File: config.mk
export PLATFORM = sky130hd
export DESIGN_NAME = prime_ring_xor_whitener
export DESIGN_NICKNAME = d
export VERILOG_FILES = /design/src/design/prxw_pkg.sv /design/src/design/prime_ring_xor_whitener.sv /design/src/design/prxw_ram.sv /design/src/design/prxw_ofifo.sv
export SDC_FILE = /design/constraint.sdc
export NUM_CORES = 1
export LEC_CHECK = 0
export BUFFER_PORTS_ARGS = -buffer_cell sky130_fd_sc_hd__clkbuf_2
export CORE_MARGIN = 10
export CORE_UTILIZATION = 57
export DETAILED_ROUTE_END_ITERATION = 8
export PLACE_DENSITY = 0.87
export SLEW_MARGIN = 20
export SYNTH_ARGS = -nofsm -noshare
export SYNTH_HDL_FRONTEND = slang
export SYNTH_SLANG_ARGS = --single-unit
export TNS_END_PERCENT = 100
File: constraint.sdc
create_clock -name clk -period 3.2 [get_ports clk]
set_input_delay 0.16 -clock clk [delete_from_list [all_inputs] [get_ports clk]]
set_output_delay 0.16 -clock clk [all_outputs]
set_load 0.1 [all_outputs]
File: src/design/prxw_pkg.sv
package prxw_pkg;

  localparam int RING_COUNT = 6;
  localparam int POS_W      = 5;
  localparam int IDX_W      = 3;

  typedef logic [7:0]       byte_t;
  typedef logic [POS_W-1:0] pos_t;
  typedef logic [IDX_W-1:0] ring_idx_t;

  localparam pos_t RING_LEN [RING_COUNT] = '{
    5'd11, 5'd13, 5'd17, 5'd19, 5'd23, 5'd29
  };

  localparam ring_idx_t LAST_RING = 3'd5;

endpackage

File: src/design/prime_ring_xor_whitener.sv
// path: an accepted item is registered in s1 alongside its ring ram reads, then pushed into the output queue
// throughput: one item per cycle while the output queue has room; each ring sits in
// its own ring ram, read once and written at most once per cycle, and a 3-entry output queue absorbs stalls
// reset: positions zero, ring 0 current, countdown 11, entry valid bits cleared
// so every ring entry reads as zero until written; in_ready is high right after
module prime_ring_xor_whitener import prxw_pkg::*; (
  input  logic  clk,
  input  logic  rst,
  input  logic  in_valid,
  output logic  in_ready,
  input  byte_t in_byte,
  output logic  out_valid,
  input  logic  out_ready,
  output byte_t out_byte
);

  pos_t      pos [RING_COUNT];
  ring_idx_t cur;
  pos_t      cnt;
  pos_t      cnt_dec;
  ring_idx_t cur_inc;

  logic      s1_valid;
  byte_t     s1_in;
  ring_idx_t s1_cur;
  pos_t      s1_wpos;

  byte_t     rbyte [RING_COUNT];
  byte_t     acc;
  byte_t     wbyte;
  logic [1:0] q_count;
  logic      accept;

  // queue plus item in flight must leave room for the new item
  assign in_ready = ({1'b0, q_count} + {2'b00, s1_valid}) < 3'd3;
  assign accept   = in_valid && in_ready;
  assign cnt_dec  = cnt - 5'd1;
  assign cur_inc  = (cur == LAST_RING) ? 3'd0 : cur + 3'd1;

  always_ff @(posedge clk) begin
    if (rst) begin
      for (int r = 0; r < RING_COUNT; r++) begin
        pos[r] <= '0;
      end
      cur      <= '0;
      cnt      <= RING_LEN[0];
      s1_valid <= 1'b0;
    end else begin
      s1_valid <= accept;
      if (accept) begin
        for (int r = 0; r < RING_COUNT; r++) begin
          pos[r] <= (pos[r] == '0) ? RING_LEN[r] - 5'd1 : pos[r] - 5'd1;
        end
        if (cnt_dec == '0) begin
          cur <= cur_inc;
          cnt <= RING_LEN[cur_inc];
        end else begin
          cnt <= cnt_dec;
        end
      end
    end
  end

  always_ff @(posedge clk) begin
    if (accept) begin
      s1_in   <= in_byte;
      s1_cur  <= cur;
      s1_wpos <= pos[cur];
    end
  end

  for (genvar g = 0; g < RING_COUNT; g++) begin : g_ring
    localparam int DEPTH = int'(RING_LEN[g]);
    localparam int AW    = $clog2(DEPTH);

    logic [DEPTH-1:0] vld;
    logic             rd_vld;
    byte_t            rdata;
    logic             we;

    assign we = s1_valid && (s1_cur == 3'(g));

    prxw_ram #(
      .WIDTH(8),
      .DEPTH(DEPTH)
    ) u_ram (
      .clk  (clk),
      .we   (we),
      .waddr(s1_wpos[AW-1:0]),
      .wdata(wbyte),
      .raddr(pos[g][AW-1:0]),
      .rdata(rdata)
    );

    // consecutive items never touch the same entry, so no bypass is needed
    always_ff @(posedge clk) begin
      if (rst) begin
        vld <= '0;
      end else if (we) begin
        vld[s1_wpos[AW-1:0]] <= 1'b1;
      end
    end

    always_ff @(posedge clk) begin
      rd_vld <= vld[pos[g][AW-1:0]];
    end

    assign rbyte[g] = rd_vld ? rdata : 8'd0;
  end

  always_comb begin
    acc = '0;
    for (int r = 0; r < RING_COUNT; r++) begin
      acc = acc ^ rbyte[r];
    end
  end

  assign wbyte = acc ^ s1_in;

  prxw_ofifo u_ofifo (
    .clk      (clk),
    .rst      (rst),
    .push     (s1_valid),
    .push_data(acc),
    .pop_ready(out_ready),
    .pop_valid(out_valid),
    .pop_data (out_byte),
    .count    (q_count)
  );

endmodule

File: src/design/prxw_ram.sv
module prxw_ram #(
  parameter int WIDTH = 8,
  parameter int DEPTH = 16
) (
  input  logic                     clk,
  input  logic                     we,
  input  logic [$clog2(DEPTH)-1:0] waddr,
  input  logic [WIDTH-1:0]         wdata,
  input  logic [$clog2(DEPTH)-1:0] raddr,
  output logic [WIDTH-1:0]         rdata
);

  logic [WIDTH-1:0] mem [DEPTH];

  always_ff @(posedge clk) begin
    if (we) begin
      mem[waddr] <= wdata;
    end
    rdata <= mem[raddr];
  end

endmodule

File: src/design/prxw_ofifo.sv
module prxw_ofifo import prxw_pkg::*; (
  input  logic       clk,
  input  logic       rst,
  input  logic       push,
  input  byte_t      push_data,
  input  logic       pop_ready,
  output logic       pop_valid,
  output byte_t      pop_data,
  output logic [1:0] count
);

  localparam logic [1:0] LAST_SLOT = 2'd2;

  byte_t      slot [3];
  logic [1:0] head;
  logic [1:0] tail;
  logic       pop;

  assign pop_valid = (count != 2'd0);
  assign pop_data  = slot[head];
  assign pop       = pop_valid && pop_ready;

  always_ff @(posedge clk) begin
    if (push) begin
      slot[tail] <= push_data;
    end
  end

  always_ff @(posedge clk) begin
    if (rst) begin
      head  <= 2'd0;
      tail  <= 2'd0;
      count <= 2'd0;
    end else begin
      if (push) begin
        tail <= (tail == LAST_SLOT) ? 2'd0 : tail + 2'd1;
      end
      if (pop) begin
        head <= (head == LAST_SLOT) ? 2'd0 : head + 2'd1;
      end
      if (push && !pop) begin
        count <= count + 2'd1;
      end else if (pop && !push) begin
        count <= count - 2'd1;
      end
    end
  end

endmodule

Yosys cells after proc, flatten, opt, wreduce, memory -nomap -nowiden. Memories as Yosys holds them, arrays and structs flattened. A register that Yosys moved wholly into a read port is not among the register bits. Cells that the tools add are included.

Bitwise gates (word level): 19. Multiplexer cells: 63. Shifts and indexed selects: 0. Magnitude comparators: 12. Divide/modulo/power cells: 0. $mul: 0. Add/sub/neg operators: 13. Reductions and logical operators: 25. Equality and inequality tests: 8.

Operators with widths (number): 2-to-1 mux 5 bit (15); 2-to-1 mux 8 bit (6); bitwise XOR 8 bit (6); zero test 5 bit (7); subtractor 5 x 1 -> 5 bit (second input constant) (7); less-than comparator 5 x 6 -> 1 bit (second input constant) (5); OR 29 bit (1); 2-to-1 mux 1 bit (27); OR 23 bit (1); binary-select mux 1 bit (select 5 bit) (4); OR 19 bit (1); OR 17 bit (1); less-than comparator 4 x 5 -> 1 bit (second input constant) (3); OR 13 bit (1); logical AND 1 bit (12); 2-to-1 mux 2 bit (6); OR 11 bit (1); equality test 3 bit (second input constant) (3); binary-select mux 1 bit (select 4 bit) (2); adder 2 x 1 -> 2 bit (second input constant) (3); equality test 3 x 2 -> 1 bit (second input constant) (2); OR 1 bit (6); demux 1 bit (select 5 bit) (1); >= comparator 5 x 1 -> 1 bit (second input constant) (1); 15 further kinds (18).

RAM bits: 950. Output and inout bits: 10. Memories kept: 9. Bits of input ports: 12. Bits in read-only memories: 40. Register bits: 144. Latch bits: 0. Word-level logic and storage cells: 169.

Memory list: g_ring[5].u_ram.mem (depth 29, bits a word 8, read ports 1, clocked after Yosys merged registers in 1, wr ports 1, RTL line prxw_ram.sv:13) `logic [WIDTH-1:0] mem [DEPTH];`; g_ring[4].u_ram.mem (depth 23, bits a word 8, read ports 1, clocked after Yosys merged registers in 1, wr ports 1, RTL line prxw_ram.sv:13); g_ring[3].u_ram.mem (depth 19, bits a word 8, read ports 1, clocked after Yosys merged registers in 1, wr ports 1, RTL line prxw_ram.sv:13); g_ring[2].u_ram.mem (depth 17, bits a word 8, read ports 1, clocked after Yosys merged registers in 1, wr ports 1, RTL line prxw_ram.sv:13); g_ring[1].u_ram.mem (depth 13, bits a word 8, read ports 1, clocked after Yosys merged registers in 1, wr ports 1, RTL line prxw_ram.sv:13); g_ring[0].u_ram.mem (depth 11, bits a word 8, read ports 1, clocked after Yosys merged registers in 1, wr ports 1, RTL line prxw_ram.sv:13); 3 more memories.

Logic depth before layout (Yosys ltp).
Depth in word-level cells: 7. Depth in mapped cells: 9. Depth with buffers taken out: 9.

By module. From an unflattened synthesis, not the netlist that was laid out.

Cells, all modules: 2779. Area total of the unflattened synthesis: 45854.0 um^2.

By module, submodules not included: prxw_ram (g_ring[5].u_ram) (area an instance 9321.4 um^2, times used 1, cells an instance 467); prime_ring_xor_whitener (area an instance 8212.9 um^2, times used 1, cells an instance 862); prxw_ram (g_ring[4].u_ram) (area an instance 7458.4 um^2, times used 1, cells an instance 419); prxw_ram (g_ring[3].u_ram) (area an instance 6157.2 um^2, times used 1, cells an instance 295); prxw_ram (g_ring[2].u_ram) (area an instance 5559.1 um^2, times used 1, cells an instance 254); prxw_ram (g_ring[1].u_ram) (area an instance 4226.6 um^2, times used 1, cells an instance 192); prxw_ram (g_ring[0].u_ram) (area an instance 3727.3 um^2, times used 1, cells an instance 208); prxw_ofifo (area an instance 1191.1 um^2, times used 1, cells an instance 82).

Worst setup path before layout. Ideal clock, no wire load.

Kind: reg-to-reg. From: register g_ring[3].rd_vld. To: memory g_ring[0].u_ram.mem[0][0] (data pin). Setup time: 0.499 ns. Setup slack: 0.046 ns. Period minus slack after synthesis: 3.154 ns. Required time: 2.701 ns. Arrival time: 2.655 ns. Stages on the path, launching flop included: 6. Cell sequence: dfxtp_1 -> clkbuf_1 -> nand2_1 -> xnor2_1 -> xnor2_1 -> xnor3_1.

Cells in the longest elaborated chain, start to end: 5.

Ends and longest elaborated chain: start, declared (RTL line prime_ring_xor_whitener.sv:77) `logic rd_vld;`; start signal, assigned (RTL line prime_ring_xor_whitener.sv:105) `rd_vld <= vld[pos[g][AW-1:0]];`; 2-to-1 mux 8 bit (RTL line prime_ring_xor_whitener.sv:108) `assign rbyte[g] = rd_vld ? rdata : 8'd0;`; bitwise XOR 8 bit (3 in a row) (RTL line prime_ring_xor_whitener.sv:114) `acc = acc ^ rbyte[r];`; bitwise XOR 8 bit (RTL line prime_ring_xor_whitener.sv:118) `assign wbyte = acc ^ s1_in;`; via g_ring[0].u_ram.wdata[0] (RTL line prxw_ram.sv:8) `input logic [WIDTH-1:0] wdata,`; end, declared (RTL line prxw_ram.sv:13).

The timed path passes the listed nets, and every way through them passes these cells.

Worst setup path after layout.
From: register s1_wpos[2], read port of pos. To: memory g_ring[3].u_ram.mem[11][2], enable pin.

RTL lines: start, declared (RTL line prime_ring_xor_whitener.sv:26) `pos_t s1_wpos;`; end, declared (RTL line prxw_ram.sv:13).

No word-level cell before the write port.

==> results.yml <==
logic_synthesis:
  synthDistinctLibCells: 68
  avgSynthCellArea_sq_um: 17.2
  synth-edff-count: 966
  ys_top_cells_by_area: "edfxtp_1 65%, mux4_2 8.5%, dfxtp_1 8.2%"
  synth-seq-cells: 1149
  synthFlopType: "edfxtp_1"
  synth-seq-area-share_pct: 72.9
  synth_fp_nets: 2634
  synth_top_cell_by_area: "edfxtp_1"
  synthTopCellsByCount: "966 x edfxtp_1, 200 x nor2_1, 193 x mux2i_1"
  async_flop_share_pct: 0
  yosysWarnings: 0
  synthCells: 2611
  yosysMostFrequentCell: "edfxtp_1"
  synth_top_cell_area_share_pct: 64.7
  netlist_area_sq_um: 44800
setup_path:
  crit_family: "simple AND/OR/NAND/NOR gates"
  cpMaxStageDelayCell: "nor2_1"
  critPathKind: "flop to flop"
  startpoint_type: "flop"
  worstPathMaxFanout: 14
  required_ns: 3.52
  cp-end-kind: "flop"
  critPathMostFrequentCell: "nor2_1"
  slowest_delay_ns: 0.70
  path_cells: "nand2b_1, nor2_1, nand3_1, nor2_1"
  worstPathArrival_ns: 3.05
  cp_num_buf_inv: 0
die:
  dieWidth_um: 300
  core_area_sq_um: 77700
  num_rows: 102
  initial_utilization_pct: 57.7
  ios: 22
  die_area_sq_um: 90300
  die_h_um: 300
finish:
  final_util_pct: 65.2
  fillers: 4678
  area_growth_pct: 13.0
  nets: 2779
  diodes: 0
  drive_gt1_share_pct: 20.0
  design_area_sq_um: 50700
timing:
  setup-tns-final_ns: 0
  rsz0062_at_grt: "no"
  hold_viol: 0
  fin_worst_skew_ns: 0.0371
  max_slew_margin_pct: 20.3
  fmax_mhz: 366
  final.period_utilization_pct: 85.4
  period_minus_slack_ns: 2.73
  fin_ws_ns: 0.467
  slew_viol_final: 0
  tightest_slew_ns: 1.20
  setup_viol_count_final: 0
routing:
  vias_per_cell: 6.51
  wl_per_cell_um: 27.8
  drc: 0
  detail-route-antenna-nets: 0
  dr.pass1.iters: 6
  drt_wl_total_um: 108000
  dr.first_iter.drc_count: 3705
  num_vias: 25285
global_route:
  grt-ovfl-total: 0
  grt_pass1_vias: 26116
  grt_pass1_wl_um: 164000
  antenna_found_initial: 2
  track_usage_pct: 24.0
  grt_max_degree: 76
clocking:
  clk_pin_slew_worst_paths_ns: 0.07
  postCtsSetupRepairBufs: 0
  cts_root_buf: "clkbuf_16"
  cts_tree: "built"
  htreeDepth: 3
  clk_latency_ns: 0.69
  cts.sinks: 1149
  cts_max_path_buffers: 3
  cts_made_buffers: 108
worst_hold_path:
  hp-class: "primary input to flop"
place:
  placedInstanceArea_sq_um: 47000
  globalplace.congestion: 0.899
  dp_slack_ns: 0.538
  detailedPlacementHpwl_um: 67200
  io_buffer_count: 21
pwr:
  peakVddDrop_uv: 1340
  power_mw: 46.1
  p_per_area_nw_per_um2: 910
  leakagePower_nw: 16.7
job:
  cap_viol_max_count: 0
status:
  run_status: "completed"
[power breakdown]
group          total (mW)  switching [mW]  internal, mW  leakage, nW
Clock                12.8            5.47          7.36         1.74
Combinational        11.0            7.90          3.09         4.66
Sequential           22.3           0.912          21.3         10.3
Total                46.1            14.3          31.8         16.7
[cell type report]
| type | instances | area [sq um] | area share (%) |
|---|---|---|---|
| clock inverters | 51 | 564 | 1.11 |
| multi-input cells | 1273 | 11400 | 22.4 |
| repair buffers | 191 | 1640 | 3.24 |
| clock buffers | 147 | 2990 | 5.90 |
| flip-flops and latches | 1149 | 32700 | 64.5 |
| well taps | 1040 | 1300 | 2.57 |
| inverters | 33 | 124 | 0.245 |
[worst register-to-register path, cell delays in order (launching register included)]
cell	delay, ns
edfxtp_1	0.56
nand2b_1	0.41
nor2_1	0.31
nand3_1	0.38
nor2_1	0.70
[kinds of logic after synthesis]
logic type	count (synthesis)	synth area share (%)
AO/OA/AOI/OAI	316	4.90
XOR/XNOR	61	1.44
adder cells (fa/ha/maj)	11	0.307
buffers and inverters	189	1.87
flip-flops	1149	72.9
multiplexers	388	13.5
AND/OR/NAND/NOR	497	5.14
[flip-flops by register name, indices dropped and copies added, names as in the netlist, 3 cells and up, named ones only]
name,flops
s1_cur,3
g_ring.vld,112
s1_in,8
g_ring.u_ram.rdata,48
cnt,5
pos,30
g_ring.rd_vld,6
cur,3
u_ofifo.slot,24
s1_wpos,5
g_ring.u_ram.mem,896
[worst paths after layout]
check / start / to / slack (ns) / depth (start not counted)
worst max-delay path: s1_wpos[2] / g_ring[3].u_ram.mem[11][2] / 0.47 / 4
worst min-delay path: in_valid / cnt[4] / 0.05 / 5
worst max register to register: s1_wpos[2] / g_ring[3].u_ram.mem[11][2] / 0.47 / 4
worst min register to register: g_ring[2].vld[2] / g_ring[2].vld[2] / 0.47 / 1
[cell usage in the layout, fill, tap and decap left out, types with 26 or more instances in the layout]
cell type,instances
nand2_1,132
o21ai_0,43
buf_4,143
a21oi_1,50
nor3_1,35
clkbuf_16,109
o22ai_1,31
o21a_1,76
inv_1,27
mux2i_1,193
xnor2_1,40
clkbuf_1,26
dfxtp_1,183
mux4_2,170
nor2_1,200
edfxtp_1,966
[per-stage QoR]
step,cells,hold slack (ns)
after floorplan,2611,0.259
after global placement,3678,0.340
after detailed placement,3678,0.339
after CTS,3884,0.000269
after global routing,3884,0.0471
final,3884,0.0466
[repair_timing]
item                                   4_1_cts  5_1_grt
endpoints found under the hold margin        8        0
gates resized for setup                      0        0
hold buffers                                 8        0
[per-layer routing]
| metal | vias up | wire length [um] | global-route usage, % |
|---|---|---|---|
| li1 | 10475 | - | - |
| met1 | 12682 | 37700 | 30.4 |
| met2 | 1770 | 53300 | 39.5 |
| met3 | 354 | 12300 | 5.25 |
| met4 | 4 | 4880 | 11.0 |
| met5 | - | 28 | 0 |
(Power assumes the default switching activity.)
